$ cat src/rtl/core/gkw_pkg.sv
// Shared constants, types and tables of the Gaussian kernel weight generator.
`timescale 1ns / 1ps
`default_nettype none

package gkw_pkg;

	// Kernel size
	localparam int MAX_TAPS = 16;
	localparam int IDX_W    = (MAX_TAPS > 1) ? $clog2(MAX_TAPS) : 1;
	localparam int CNT_W    = $clog2(MAX_TAPS + 1);

	// Field widths
	localparam int TAPC_W   = 5;
	localparam int SPREAD_W = 16;
	localparam int TIDX_W   = 4;
	localparam int RAW_W    = 16;
	localparam int TOTAL_W  = 22;
	localparam int SUM_W    = $clog2(MAX_TAPS * 32768 + 1);
	localparam logic [RAW_W-1:0] RAW_ONE = 16'h8000;

	// Exponential datapath, UQ1.30
	localparam int Q_W       = 30;
	localparam int X_W       = 30;
	localparam int P_W       = 31;
	localparam int EXP_TERMS = 12;
	localparam int K_W       = 4;
	localparam int SQ_STEPS  = 4;
	localparam int SQ_W      = 2;
	localparam int RND_SH    = 15;

	// Shared multiplier
	localparam int MA_W     = 31;
	localparam int MB_W     = 34;
	localparam int PROD_W   = MA_W + MB_W;
	localparam int RECIP_SH = 34;

	// Shared serial divider
	localparam int REM_W   = 22;
	localparam int NUM_W   = 31;
	localparam int STEP_W  = 5;
	localparam int X_STEPS = 30;
	localparam int N_STEPS = 31;

	// Sequencer states
	typedef enum logic [3:0] {
		ST_IDLE,
		ST_TAP_START,
		ST_X_DIV,
		ST_TERM_MUL1,
		ST_TERM_MUL2,
		ST_TERM_UPD,
		ST_SQ_MUL,
		ST_SQ_UPD,
		ST_TAP_ROUND,
		ST_TAP_STORE,
		ST_TOTAL,
		ST_NORM_RD,
		ST_NORM_START,
		ST_NORM_DIV
	} gkw_state_t;

	// Divider request and response
	typedef struct packed {
		logic              start;
		logic [REM_W-1:0]  rem_init;
		logic [NUM_W-1:0]  numer;
		logic [REM_W-1:0]  divisor;
		logic [STEP_W-1:0] steps;
	} gkw_div_req_t;

	typedef struct packed {
		logic             done;
		logic [NUM_W-1:0] quot;
	} gkw_div_rsp_t;

	// ceil(2^34 / k): floor(v / k) == (v * m) >> 34 for v < 2^30, k in 2..12
	function automatic logic [MB_W-1:0] recip_k(input logic [K_W-1:0] k);
		logic [MB_W-1:0] m;
		unique case (k)
			4'd2:    m = 34'd8589934592;
			4'd3:    m = 34'd5726623062;
			4'd4:    m = 34'd4294967296;
			4'd5:    m = 34'd3435973837;
			4'd6:    m = 34'd2863311531;
			4'd7:    m = 34'd2454267027;
			4'd8:    m = 34'd2147483648;
			4'd9:    m = 34'd1908874354;
			4'd10:   m = 34'd1717986919;
			4'd11:   m = 34'd1561806290;
			4'd12:   m = 34'd1431655766;
			default: m = '0;
		endcase
		return m;
	endfunction

endpackage

`default_nettype wire

$ cat src/rtl/core/gkw_mul.sv
// Shared multiplier with registered product.
`timescale 1ns / 1ps
`default_nettype none

module gkw_mul (
	input  wire logic                       clk,
	input  wire logic [gkw_pkg::MA_W-1:0]   a,
	input  wire logic [gkw_pkg::MB_W-1:0]   b,
	output logic      [gkw_pkg::PROD_W-1:0] prod_q
);
	import gkw_pkg::*;

	// one product per cycle, product registered
	always_ff @(posedge clk) begin
		prod_q <= PROD_W'(a) * PROD_W'(b);
	end

endmodule

`default_nettype wire

$ cat src/rtl/core/gkw_div.sv
// Shared restoring divider, one quotient bit per cycle.
`timescale 1ns / 1ps
`default_nettype none

module gkw_div (
	input  wire logic                  clk,
	input  wire logic                  arst_n,
	input  wire gkw_pkg::gkw_div_req_t req,
	output gkw_pkg::gkw_div_rsp_t      rsp
);
	import gkw_pkg::*;

	logic              run_q;
	logic              done_q;
	logic [STEP_W-1:0] cnt_q;
	logic [REM_W-1:0]  rem_q;
	logic [REM_W-1:0]  div_q;
	logic [NUM_W-1:0]  num_q;
	logic [NUM_W-1:0]  quot_q;
	logic [REM_W:0]    rem_sh;
	logic [REM_W:0]    rem_sub;
	logic              ge;

	// shift in next numerator bit and trial-subtract
	always_comb begin
		rem_sh  = {rem_q, num_q[NUM_W-1]};
		rem_sub = rem_sh - {1'b0, div_q};
		ge      = (rem_sh >= {1'b0, div_q});
	end

	// control
	always_ff @(posedge clk or negedge arst_n) begin
		if (!arst_n) begin
			run_q  <= 1'b0;
			done_q <= 1'b0;
			cnt_q  <= '0;
		end else begin
			// done follows the final quotient bit
			done_q <= !req.start && run_q && (cnt_q == STEP_W'(1));
			if (req.start) begin
				run_q <= 1'b1;
				cnt_q <= req.steps;
			end else if (run_q) begin
				cnt_q <= cnt_q - STEP_W'(1);
				if (cnt_q == STEP_W'(1)) begin
					run_q <= 1'b0;
				end
			end
		end
	end

	// datapath
	always_ff @(posedge clk) begin
		if (req.start) begin
			rem_q  <= req.rem_init;
			div_q  <= req.divisor;
			num_q  <= req.numer;
			quot_q <= '0;
		end else if (run_q) begin
			rem_q  <= ge ? rem_sub[REM_W-1:0] : rem_sh[REM_W-1:0];
			num_q  <= {num_q[NUM_W-2:0], 1'b0};
			quot_q <= {quot_q[NUM_W-2:0], ge};
		end
	end

	assign rsp.done = done_q;
	assign rsp.quot = quot_q;

endmodule

`default_nettype wire

$ cat src/rtl/core/gaussian_kernel_weight_generator.sv
// Top level: sequencer, raw weight store and result registers of the kernel generator.
//
// A request (tap_count, spread) is taken when start is high and busy is low; busy then
// stays high until the run is over. For every tap distance i the block forms
// x = (i*i << 33) / spread on the shared bit-serial divider, forms exp(-16x) as a
// 12-term Horner chain for exp(-x) and four squarings on the shared multiplier, and
// stores the raw UQ1.15 weight. It then divides each raw weight by the two-sided total
// on the same divider and presents one result per tap on tap_index, weight and last
// for a single cycle, marked by valid; the receiver must take each result in that
// cycle. The center tap and taps whose weight underflows skip the exponential.
`timescale 1ns / 1ps
`default_nettype none

module gaussian_kernel_weight_generator (
	input  wire logic                         clk,
	input  wire logic                         arst_n,
	input  wire logic                         start,
	input  wire logic [gkw_pkg::TAPC_W-1:0]   tap_count,
	input  wire logic [gkw_pkg::SPREAD_W-1:0] spread,
	output logic                              busy,
	output logic                              valid,
	output logic      [gkw_pkg::TIDX_W-1:0]   tap_index,
	output logic      [gkw_pkg::RAW_W-1:0]    weight,
	output logic                              last
);
	import gkw_pkg::*;

	localparam logic [P_W-1:0]    Q_ONE   = P_W'(1) << Q_W;
	localparam logic [P_W-1:0]    RND_ADD = P_W'(1) << (RND_SH - 1);
	localparam logic [PROD_W-1:0] SQ_ADD  = PROD_W'(1) << (Q_W - 1);

	gkw_state_t state_q, state_d;

	logic [CNT_W-1:0]    n_q;
	logic [IDX_W-1:0]    i_q;
	logic [SPREAD_W-1:0] spread_q;
	logic [X_W-1:0]      x_q;
	logic [P_W-1:0]      p_q;
	logic [K_W-1:0]      k_q;
	logic [SQ_W-1:0]     sq_q;
	logic [RAW_W-1:0]    raw_q;
	logic [RAW_W-1:0]    rd_q;
	logic [SUM_W-1:0]    sum_q;
	logic [TOTAL_W-1:0]  total_q;
	logic                valid_q;
	logic [TIDX_W-1:0]   tap_index_q;
	logic [RAW_W-1:0]    weight_q;
	logic                last_q;

	logic [RAW_W-1:0]    raw_mem [MAX_TAPS];

	logic [MA_W-1:0]     mul_a;
	logic [MB_W-1:0]     mul_b;
	logic [PROD_W-1:0]   prod_q;
	logic [PROD_W-1:0]   prod_rnd;
	logic [X_W-1:0]      term_v;
	logic [X_W-1:0]      term_div;
	logic [P_W-1:0]      p_rnd;
	logic [REM_W-1:0]    i_sq8;
	logic                tap_zero;
	logic                last_tap;
	logic                accept;
	logic [SUM_W:0]      sum_dbl;
	gkw_div_req_t        div_req;
	gkw_div_rsp_t        div_rsp;

	// shared units
	gkw_mul u_mul (
		.clk    (clk),
		.a      (mul_a),
		.b      (mul_b),
		.prod_q (prod_q)
	);

	gkw_div u_div (
		.clk    (clk),
		.arst_n (arst_n),
		.req    (div_req),
		.rsp    (div_rsp)
	);

	// decode helpers
	always_comb begin
		accept   = start && (state_q == ST_IDLE);
		i_sq8    = (REM_W'(i_q) * REM_W'(i_q)) << 3;
		tap_zero = (i_sq8 >= REM_W'(spread_q));
		last_tap = (CNT_W'(i_q) == (n_q - CNT_W'(1)));
		term_v   = prod_q[Q_W +: X_W];
		term_div = prod_q[RECIP_SH +: X_W];
		prod_rnd = prod_q + SQ_ADD;
		p_rnd    = p_q + RND_ADD;
		sum_dbl  = {sum_q, 1'b0} - (SUM_W + 1)'(RAW_ONE);
	end

	// next state
	always_comb begin
		state_d = state_q;
		unique case (state_q)
			ST_IDLE:       if (accept) state_d = ST_TAP_START;
			ST_TAP_START: begin
				if (i_q == '0 || tap_zero) state_d = ST_TAP_STORE;
				else state_d = ST_X_DIV;
			end
			ST_X_DIV:      if (div_rsp.done) state_d = ST_TERM_MUL1;
			ST_TERM_MUL1:  state_d = ST_TERM_MUL2;
			ST_TERM_MUL2: begin
				if (k_q == K_W'(1)) state_d = ST_SQ_MUL;
				else state_d = ST_TERM_UPD;
			end
			ST_TERM_UPD:   state_d = ST_TERM_MUL1;
			ST_SQ_MUL:     state_d = ST_SQ_UPD;
			ST_SQ_UPD: begin
				if (sq_q == SQ_W'(SQ_STEPS - 1)) state_d = ST_TAP_ROUND;
				else state_d = ST_SQ_MUL;
			end
			ST_TAP_ROUND:  state_d = ST_TAP_STORE;
			ST_TAP_STORE: begin
				if (last_tap) state_d = ST_TOTAL;
				else state_d = ST_TAP_START;
			end
			ST_TOTAL:      state_d = ST_NORM_RD;
			ST_NORM_RD:    state_d = ST_NORM_START;
			ST_NORM_START: state_d = ST_NORM_DIV;
			ST_NORM_DIV: begin
				if (div_rsp.done) state_d = last_tap ? ST_IDLE : ST_NORM_RD;
			end
			default:       state_d = ST_IDLE;
		endcase
	end

	// unit operands and divider requests
	always_comb begin
		mul_a   = '0;
		mul_b   = '0;
		div_req = '0;
		unique case (state_q)
			ST_TAP_START: begin
				div_req.start    = (i_q != '0) && !tap_zero;
				div_req.rem_init = i_sq8;
				div_req.divisor  = REM_W'(spread_q);
				div_req.steps    = STEP_W'(X_STEPS);
			end
			ST_TERM_MUL1: begin
				mul_a = MA_W'(p_q);
				mul_b = MB_W'(x_q);
			end
			ST_TERM_MUL2: begin
				mul_a = MA_W'(term_v);
				mul_b = recip_k(k_q);
			end
			ST_SQ_MUL: begin
				mul_a = MA_W'(p_q);
				mul_b = MB_W'(p_q);
			end
			ST_NORM_START: begin
				div_req.start   = 1'b1;
				div_req.numer   = (NUM_W'(rd_q) << RND_SH) + NUM_W'(total_q >> 1);
				div_req.divisor = REM_W'(total_q);
				div_req.steps   = STEP_W'(N_STEPS);
			end
			default: begin
				mul_a   = '0;
				mul_b   = '0;
				div_req = '0;
			end
		endcase
	end

	// state and control registers
	always_ff @(posedge clk or negedge arst_n) begin
		if (!arst_n) begin
			state_q <= ST_IDLE;
			valid_q <= 1'b0;
			i_q     <= '0;
			n_q     <= '0;
			sum_q   <= '0;
			total_q <= '0;
		end else begin
			state_q <= state_d;
			// strobe for one cycle per finished normalization division
			valid_q <= (state_q == ST_NORM_DIV) && div_rsp.done;
			unique case (state_q)
				ST_IDLE: begin
					if (accept) begin
						i_q   <= '0;
						sum_q <= '0;
						if (tap_count == '0) n_q <= CNT_W'(1);
						else if (32'(tap_count) > MAX_TAPS) n_q <= CNT_W'(MAX_TAPS);
						else n_q <= CNT_W'(tap_count);
					end
				end
				ST_TAP_STORE: begin
					sum_q <= sum_q + SUM_W'(raw_q);
					if (!last_tap) i_q <= i_q + IDX_W'(1);
				end
				ST_TOTAL: begin
					total_q <= TOTAL_W'(sum_dbl);
					i_q     <= '0;
				end
				ST_NORM_DIV: begin
					if (div_rsp.done && !last_tap) i_q <= i_q + IDX_W'(1);
				end
				default: begin
				end
			endcase
		end
	end

	// exponential datapath and result fields
	always_ff @(posedge clk) begin
		unique case (state_q)
			ST_IDLE: begin
				if (accept) spread_q <= spread;
			end
			ST_TAP_START: begin
				raw_q <= (i_q == '0) ? RAW_ONE : '0;
			end
			ST_X_DIV: begin
				if (div_rsp.done) begin
					x_q <= div_rsp.quot[X_W-1:0];
					p_q <= Q_ONE;
					k_q <= K_W'(EXP_TERMS);
				end
			end
			ST_TERM_MUL2: begin
				// divide by one needs no reciprocal
				if (k_q == K_W'(1)) begin
					p_q  <= Q_ONE - P_W'(term_v);
					sq_q <= '0;
				end
			end
			ST_TERM_UPD: begin
				p_q <= Q_ONE - P_W'(term_div);
				k_q <= k_q - K_W'(1);
			end
			ST_SQ_UPD: begin
				p_q  <= prod_rnd[Q_W +: P_W];
				sq_q <= sq_q + SQ_W'(1);
			end
			ST_TAP_ROUND: begin
				raw_q <= p_rnd[P_W-1 -: RAW_W];
			end
			ST_NORM_DIV: begin
				if (div_rsp.done) begin
					tap_index_q <= TIDX_W'(i_q);
					weight_q    <= (total_q == '0) ? '0 : div_rsp.quot[RAW_W-1:0];
					last_q      <= last_tap;
				end
			end
			default: begin
			end
		endcase
	end

	// raw weight store
	always_ff @(posedge clk) begin
		if (state_q == ST_TAP_STORE) raw_mem[i_q] <= raw_q;
		rd_q <= raw_mem[i_q];
	end

	assign busy      = (state_q != ST_IDLE);
	assign valid     = valid_q;
	assign tap_index = tap_index_q;
	assign weight    = weight_q;
	assign last      = last_q;

endmodule

`default_nettype wire

$ cat config.mk
export PLATFORM = sky130hd
export DESIGN_NAME = gaussian_kernel_weight_generator
export DESIGN_NICKNAME = d
export VERILOG_FILES = /design/src/rtl/core/gkw_pkg.sv /design/src/rtl/core/gkw_mul.sv /design/src/rtl/core/gkw_div.sv /design/src/rtl/core/gaussian_kernel_weight_generator.sv
export SDC_FILE = /design/constraint.sdc
export NUM_CORES = 2
export LEC_CHECK = 0
export ABC_AREA = 1
export BUFFER_PORTS_ARGS = -buffer_cell sky130_fd_sc_hd__buf_2
export CORE_MARGIN = 1
export CORE_UTILIZATION = 32
export CTS_BUF_LIST = sky130_fd_sc_hd__clkbuf_4
export DETAILED_ROUTE_END_ITERATION = 10
export GPL_TIMING_DRIVEN = 1
export PLACE_DENSITY_LB_ADDON = 0.2
export SLEW_MARGIN = 40
export SYNTH_ARGS = -nofsm -noshare
export SYNTH_HDL_FRONTEND = slang
export SYNTH_HIERARCHICAL = 1
export SYNTH_SLANG_ARGS = --single-unit
$ cat constraint.sdc
create_clock -name clk -period 15.6 [get_ports clk]
set_clock_uncertainty 0.1 [all_clocks]
set_input_delay 3.12 -clock clk [delete_from_list [all_inputs] [get_ports clk]]
set_output_delay 3.12 -clock clk [all_outputs]
set_load 0.02 [all_outputs]
Yosys cells after proc, flatten, opt, wreduce, memory -nomap -nowiden
Memory sizes are Yosys's and may differ from the RTL's. A register that Yosys moved wholly into a read port is not among the register bits.
Cells that the tools add are included.
{"block": "op_classes", "n_addsub": 13, "multipliers": 2, "n_div": 0, "n_lt_le_gt_ge": 3, "eq_ne": 23, "n_shift": 0, "muxes": 45, "n_bitwise": 0, "n_reduce_logical": 33}
{"operator": "2-to-1 mux 31 bit", "n": 5}
{"operator": "one-hot mux 31 bit (4 select lines)", "n": 1}
{"operator": "one-hot mux 34 bit (3 select lines)", "n": 1}
{"operator": "2-to-1 mux 22 bit", "n": 3}
{"operator": "multiplier 31 x 34 -> 64 bit", "n": 1}
{"operator": "one-hot mux 31 bit (2 select lines)", "n": 1}
{"operator": "subtractor 31 x 30 -> 31 bit, first input constant", "n": 2}
{"operator": "adder 61 x 30 -> 61 bit, second input constant", "n": 1}
{"operator": "one-hot mux 4 bit (14 select lines)", "n": 1}
{"operator": "one-hot mux 26 bit (2 select lines)", "n": 1}
{"operator": "2-to-1 mux 4 bit", "n": 12}
{"operator": "one-hot mux 20 bit (2 select lines)", "n": 1}
{"operator": "one-hot mux 16 bit (2 select lines)", "n": 1}
{"operator": "adder 31 x 15 -> 31 bit, second input constant", "n": 1}
{"operator": "adder 31 x 20 -> 31 bit", "n": 1}
{"operator": "equality test 4 bit, second input constant", "n": 6}
{"operator": "greater-or-equal comparator 23 x 22 -> 1 bit", "n": 1}
{"operator": "logical NOT 22 bit", "n": 1}
{"operator": "subtractor 22 bit", "n": 1}
{"operator": "subtractor 21 x 16 -> 21 bit, second input constant", "n": 1}
{"operator": "adder 20 x 16 -> 20 bit", "n": 1}
{"operator": "2-to-1 mux 20 bit", "n": 1}
{"operator": "2-to-1 mux 5 bit", "n": 4}
{"operator": "equality test 4 x 3 -> 1 bit, second input constant", "n": 4}
{"operator": "33 further kinds", "n": 66}
{"block": "word_totals", "ff_bits": 351, "latchBits": 0, "ramBits": 256, "romBits": 544, "inputBits": 24, "word_cells": 144, "memories": 2}
{"name": "(name not given)", "depth": 16, "width": 34, "read_ports": 1, "rd_clocked_by_memory_dff": 1, "write_ports": 0, "line": "gkw_pkg.sv:79", "rtl": "unique case (k)"}
{"name": "raw_mem", "depth": 16, "width": 16, "read_ports": 1, "rd_clocked_by_memory_dff": 1, "write_ports": 1, "line": "gaussian_kernel_weight_generator.sv:50", "rtl": "logic [RAW_W-1:0] raw_mem [MAX_TAPS];"}

Depth between registers and ports, before layout
{"block": "logic_depth", "word_depth": 8, "depth_mapped": 39, "mapped_depth_nobuf": 35}

By module
Netlist, hierarchy kept.
{"module": "gkw_mul", "n_inst": 1, "cells_per_inst": 4928, "area_each_um2": 37475.9, "seq_area_each_um2": 1301.2}
{"module": "gaussian_kernel_weight_generator", "n_inst": 1, "cells_per_inst": 2536, "area_each_um2": 23211.0, "seq_area_each_um2": 13422.9}
{"module": "gkw_div", "n_inst": 1, "cells_per_inst": 787, "area_each_um2": 6339.8, "seq_area_each_um2": 3047.9}

Worst setup path before layout
No wires, ideal clock.
{"block": "synth_path", "path_kind": "reg2reg", "start": "register state_q[1]", "end": "register u_mul/prod_q[62] in the netlist's numbering", "setup_time_ns": 0.112, "arrival_ns": 7.372, "slack_ns": 8.016, "path_stages_with_launch": 36, "n_path_buf": 4, "period_less_slack_ns": 7.584, "path_cell_list": "dfrtp_1 -> inv_1 -> nor2_2 -> inv_1 -> nor2_1 -> nor2_1 -> buf_2 -> buf_2 -> o22ai_1 -> clkbuf_1 -> clkbuf_1 -> nand2_1 -> fa_1 -> inv_1 -> fa_1 -> fa_1 -> inv_1 -> fa_1 -> inv_1 -> fa_1 -> fa_1 -> fa_1 -> inv_1 -> fa_1 -> inv_1 -> ha_1 -> nand2_2 -> inv_1 -> a21oi_1 -> nand2_1 -> nand2_1 -> nand2_1 -> a21oi_1 -> nand2_1 -> nand2_1 -> nand2_1"}
{"block": "synth_via", "elab_chain_cells": 4}
{"item": "start: declaration", "line": "gaussian_kernel_weight_generator.sv:32", "rtl": "gkw_state_t state_q, state_d;"}
{"item": "start signal: assignment", "line": "gaussian_kernel_weight_generator.sv:179", "rtl": "state_q <= state_d;"}
{"item": "equality test 4 x 3 -> 1 bit / equality test 4 x 2 -> 1 bit (equally long branches)", "line": "gaussian_kernel_weight_generator.sv:136", "rtl": "unique case (state_q)"}
{"item": "OR reduction 2 bit (no source line)"}
{"item": "one-hot mux 31 bit (2 select lines) *", "line": "gaussian_kernel_weight_generator.sv:136"}
{"item": "via mul_a[11]", "line": "gaussian_kernel_weight_generator.sv:52", "rtl": "logic [MA_W-1:0] mul_a;"}
{"item": "multiplier 31 x 34 -> 64 bit *", "line": "gkw_mul.sv:15", "rtl": "prod_q <= PROD_W'(a) * PROD_W'(b);"}
{"item": "end signal: assignment", "line": "gkw_mul.sv:15"}
{"item": "end: declaration", "line": "gkw_mul.sv:9", "rtl": "output logic [gkw_pkg::PROD_W-1:0] prod_q"}
Mark *: on every way through the listed nets, which the timed path passes. The rest lies on a longest branch.
A chain may end at the register's enable or synchronous reset.

Worst setup path after layout
{"block": "layout_path", "start": "register state_q[3]", "end": "register u_mul/prod_q[34] in the netlist's numbering"}
{"item": "equality test 4 x 3 -> 1 bit / equality test 4 x 2 -> 1 bit (equally long branches)", "line": "gaussian_kernel_weight_generator.sv:136"}
{"item": "one-hot mux 34 bit (3 select lines) *", "line": "gaussian_kernel_weight_generator.sv:136"}
{"item": "via mul_b[18]", "line": "gaussian_kernel_weight_generator.sv:53", "rtl": "logic [MB_W-1:0] mul_b;"}
{"item": "multiplier 31 x 34 -> 64 bit *", "line": "gkw_mul.sv:15"}
Marks and branches as above.

==> impl_metrics.prom <==
# TYPE chip_impl_metric gauge
chip_impl_metric{name="post-cts-setup-buffer-count",unit=""} 0
chip_impl_metric{name="ant_nets",unit=""} 0
chip_impl_metric{name="worst_slew_pin_slew",unit="ns"} 0.9002
chip_impl_metric{name="hpwlAfterDp",unit="µm"} 164400
chip_impl_info{name="worst_path_most_repeated_cell",value="sky130_fd_sc_hd__fa_1"} 1
chip_impl_metric{name="grtUsageTotal",unit="%"} 22.73
chip_impl_metric{name="utilization",unit="%"} 35.11
chip_impl_metric{name="totalNegativeSetupSlack",unit="ns"} 0
chip_impl_metric{name="drv.max_cap_violation_count",unit=""} 0
chip_impl_metric{name="critPathRequiredTime",unit="ns"} 16.46
chip_impl_metric{name="intPower",unit="mW"} 4.111
chip_impl_metric{name="slowest_delay",unit="ns"} 0.67
chip_impl_info{name="timing_worst_setup_path_type",value="flip-flop to flip-flop"} 1
chip_impl_metric{name="reg2regPathDepth",unit=""} 24
chip_impl_metric{name="drive_gt1_share",unit="%"} 7.783
chip_impl_info{name="crit_family",value="adder cells"} 1
chip_impl_metric{name="comb_power_share",unit="%"} 50.0
chip_impl_metric{name="finalWirelength",unit="µm"} 234300
chip_impl_metric{name="postSynthCellCount",unit=""} 8168
chip_impl_metric{name="cts_hold_repair.buffers",unit=""} 0
chip_impl_metric{name="maximum_number_of_pins_on_one_net_before_global_route_repair",unit=""} 80
chip_impl_metric{name="placement_rows",unit=""} 166
chip_impl_metric{name="finalSetupViolations",unit=""} 0
chip_impl_metric{name="cp.arrival",unit="ns"} 10.58
chip_impl_metric{name="path_depth",unit=""} 24
chip_impl_metric{name="layout.cells.non_filler",unit=""} 10980
chip_impl_metric{name="cts_buffer_depth",unit=""} 3
chip_impl_metric{name="clkTransAtPathRegs",unit="ns"} 0.07
chip_impl_info{name="critPathSlowestCell",value="sky130_fd_sc_hd__inv_1"} 1
chip_impl_metric{name="final-seq-area",unit="µm²"} 17160
chip_impl_metric{name="numCtsBuffers",unit=""} 157
chip_impl_metric{name="vias",unit=""} 53290
chip_impl_metric{name="multiInputGateArea",unit="µm²"} 40800
chip_impl_metric{name="die_height",unit="µm"} 456.3
chip_impl_metric{name="netSwitchingPower",unit="mW"} 4.065
chip_impl_metric{name="antenna_found_initial",unit=""} 5
chip_impl_metric{name="fillers",unit=""} 21670
chip_impl_metric{name="fmaxAchievable",unit="MHz"} 102.9
chip_impl_metric{name="postLayoutSetupSlackWorst",unit="ns"} 5.885
chip_impl_metric{name="initial_util",unit="%"} 32.26
chip_impl_metric{name="first_pass_iters",unit=""} 5
chip_impl_metric{name="die-area",unit="µm²"} 208200
chip_impl_info{name="cts_tree",value="built"} 1
chip_impl_info{name="rsz0062_at_grt",value="no"} 1
chip_impl_metric{name="global_route_wire_length_before_repair",unit="µm"} 353900
chip_impl_metric{name="syn-mean-instance-area",unit="µm²"} 8.087
chip_impl_metric{name="power.density_cell_area",unit="nW/µm²"} 113.7
chip_impl_info{name="cp_cell_sequence",value="nor2_4 > nand2_8 > inv_1 > nand2_1 > o211ai_1 > buf_4 > nand2_1 > fa_1 > fa_1 > fa_1 > fa_1 > inv_1 > fa_1 > fa_1 > fa_1 > fa_1 > ha_1 > nand2_2 > nor2_1 > nand2_1 > o21bai_1 > inv_1 > nand2_1 > xor2_1"} 1
chip_impl_metric{name="final.period_utilization",unit="%"} 62.28
chip_impl_metric{name="tritoncts_sinks",unit=""} 616
chip_impl_metric{name="cts_max_level",unit=""} 4
chip_impl_metric{name="path_max_fanout",unit=""} 37
chip_impl_metric{name="timing_max_transition_violations_final",unit=""} 0
chip_impl_metric{name="worst-path-buf-inv",unit=""} 4
chip_impl_metric{name="gpl.final_weighted_congestion",unit=""} 0.9552
chip_impl_metric{name="buffer_ports.inserted",unit=""} 46
chip_impl_metric{name="report.final.hold_viol_count",unit=""} 0
chip_impl_info{name="clk_root_buffer_cell",value="sky130_fd_sc_hd__clkbuf_4"} 1
chip_impl_info{name="run_status",value="completed"} 1
chip_impl_metric{name="core_area",unit="µm²"} 204800
chip_impl_metric{name="p_sw_share",unit="%"} 49.72
chip_impl_info{name="worstHoldPathType",value="flip-flop to flip-flop"} 1
chip_impl_metric{name="initialDrtViolationCount",unit=""} 4493
chip_impl_metric{name="ys_warn_count",unit=""} 6
chip_impl_metric{name="first_global_vias",unit=""} 55570
chip_impl_metric{name="overflow",unit=""} 0
chip_impl_metric{name="via_per_inst",unit=""} 4.853
chip_impl_metric{name="slew_headroom",unit="%"} 39.99
chip_impl_metric{name="post_drt_wl_per_cell",unit="µm"} 21.33
chip_impl_metric{name="clockPowerShare",unit="%"} 18.0
chip_impl_metric{name="ioPinCount",unit=""} 47
chip_impl_metric{name="die_x",unit="µm"} 456.3
chip_impl_info{name="crit_path_end_kind",value="flip-flop"} 1
chip_impl_metric{name="pre_cts_ws",unit="ns"} 6.119
chip_impl_metric{name="fin_total_pwr",unit="mW"} 8.177
chip_impl_metric{name="drc_errors",unit=""} 0
chip_impl_metric{name="min_path_cells",unit=""} 0
chip_impl_metric{name="syn-cell-area",unit="µm²"} 66060
chip_impl_metric{name="worst_skew_pair.late_latency",unit="ns"} 1.19
chip_impl_metric{name="worst_ir_drop_vdd",unit="mV"} 0.07470
chip_impl_metric{name="place_inst",unit=""} 10690
chip_impl_metric{name="leakagePower",unit="nW"} 37.78
chip_impl_metric{name="postCtsResizedCells",unit=""} 0
chip_impl_metric{name="area_growth",unit="%"} 8.853
chip_impl_metric{name="finalWorstPathRequiredPeriod",unit="ns"} 9.715
chip_impl_info{name="cp-start-kind",value="flip-flop"} 1
chip_impl_metric{name="power.sequential.fraction",unit="%"} 32.0
chip_impl_metric{name="num-nets-final",unit=""} 9443
path summary, 6_finish.rpt:
path / startpoint / slack (ns) / to
worst max-delay path: state_q[3] / 5.88 / u_mul/prod_q[34]
worst min-delay path: u_div/quot_q[22] / 0.33 / x_q[22]
worst max register to register: state_q[3] / 5.88 / u_mul/prod_q[34]
worst min register to register: u_div/quot_q[22] / 0.33 / x_q[22]
max in group asynchronous: arst_n / 12.91 / state_q[3]
min in group asynchronous: arst_n / 1.98 / n_q[1]
power groups by stage:
stage | Clock (mW) | Sequential (mW) | Combinational (mW)
floorplan | 0 | 2.50 | 2.59
CTS | 1.52 | 2.64 | 4.03
global placement | 0 | 2.71 | 3.92
finish | 1.47 | 2.62 | 4.09
global route | 1.60 | 2.65 | 4.49
detailed placement | 0 | 2.67 | 4.01
per-layer routing:
metal / vias to the layer above / global-route usage, % / wire length [µm]
met1: 26730 / 31.05 / 103000
met2: 1785 / 36.99 / 108500
li1: 24450 / - / -
met3: 324 / 3.452 / 15800
met4: 0 / 6.907 / 6961
met5: - / 0 / 0
layout by cell type (no fill, tap or decap), types with 7 or more instances in the layout:
cell type	instances
sky130_fd_sc_hd__nor4_1	7
sky130_fd_sc_hd__nand3_2	12
sky130_fd_sc_hd__clkinv_1	28
sky130_fd_sc_hd__nor3_1	63
sky130_fd_sc_hd__nand2_2	38
sky130_fd_sc_hd__buf_4	106
sky130_fd_sc_hd__inv_2	30
sky130_fd_sc_hd__o221ai_1	10
sky130_fd_sc_hd__o21ai_0	229
sky130_fd_sc_hd__nand3b_1	32
sky130_fd_sc_hd__o2111ai_1	14
sky130_fd_sc_hd__edfxtp_1	451
sky130_fd_sc_hd__o21bai_1	14
sky130_fd_sc_hd__xnor2_1	13
sky130_fd_sc_hd__o22ai_4	25
sky130_fd_sc_hd__ha_1	331
sky130_fd_sc_hd__o22ai_1	79
sky130_fd_sc_hd__dfrtp_1	60
sky130_fd_sc_hd__nor2_4	21
sky130_fd_sc_hd__clkinv_2	11
sky130_fd_sc_hd__o211ai_1	32
sky130_fd_sc_hd__clkbuf_4	234
sky130_fd_sc_hd__fa_1	927
sky130_fd_sc_hd__buf_2	46
sky130_fd_sc_hd__inv_1	1913
sky130_fd_sc_hd__nand3_1	224
sky130_fd_sc_hd__a21oi_1	117
sky130_fd_sc_hd__or2_2	8
sky130_fd_sc_hd__dfxtp_1	104
sky130_fd_sc_hd__o21ai_1	11
sky130_fd_sc_hd__nor2_2	60
sky130_fd_sc_hd__nor2_1	461
sky130_fd_sc_hd__conb_1	16
sky130_fd_sc_hd__nand2_1	2413
sky130_fd_sc_hd__xor2_1	28
sky130_fd_sc_hd__nand4_1	35
per-stage QoR:
stage | hold slack [ns] | instance area, µm²
6_report | 0.3306 | 71900
5_1_grt | 0.3388 | 71900
4_1_cts | 0.3224 | 71850
3_5_place_dp | 0.3179 | 69770
3_3_place_gp | 0.3152 | 69660
2_1_floorplan | 0.3082 | 66110
final cells by class:
class	count	area share, %
flip-flops and latches	616	23.86
diodes	6	0.02088
clock buffers	234	2.443
well taps	2688	4.677
clock inverters	51	0.4507
multi-input cells	5277	56.75
repair buffers	162	1.632
inverters	1947	10.17
state kept, by name (all words and copies together) (netlist names), 2 cells and up, named ones only:
name and cells:
sum_q 20, weight 16, tap_index 4, raw_q 16, rd_q 16, state_q 4, u_div/div_q 22, u_div/num_q 31
sq_q 2, p_q 31, x_q 30, u_div/quot_q 30, k_q 4, raw_mem 256, n_q 5, spread_q 16
i_q 4, u_mul/prod_q 35, u_div/rem_q 22, total_q 20, u_div/cnt_q 5
(Power assumes the default switching activity.)
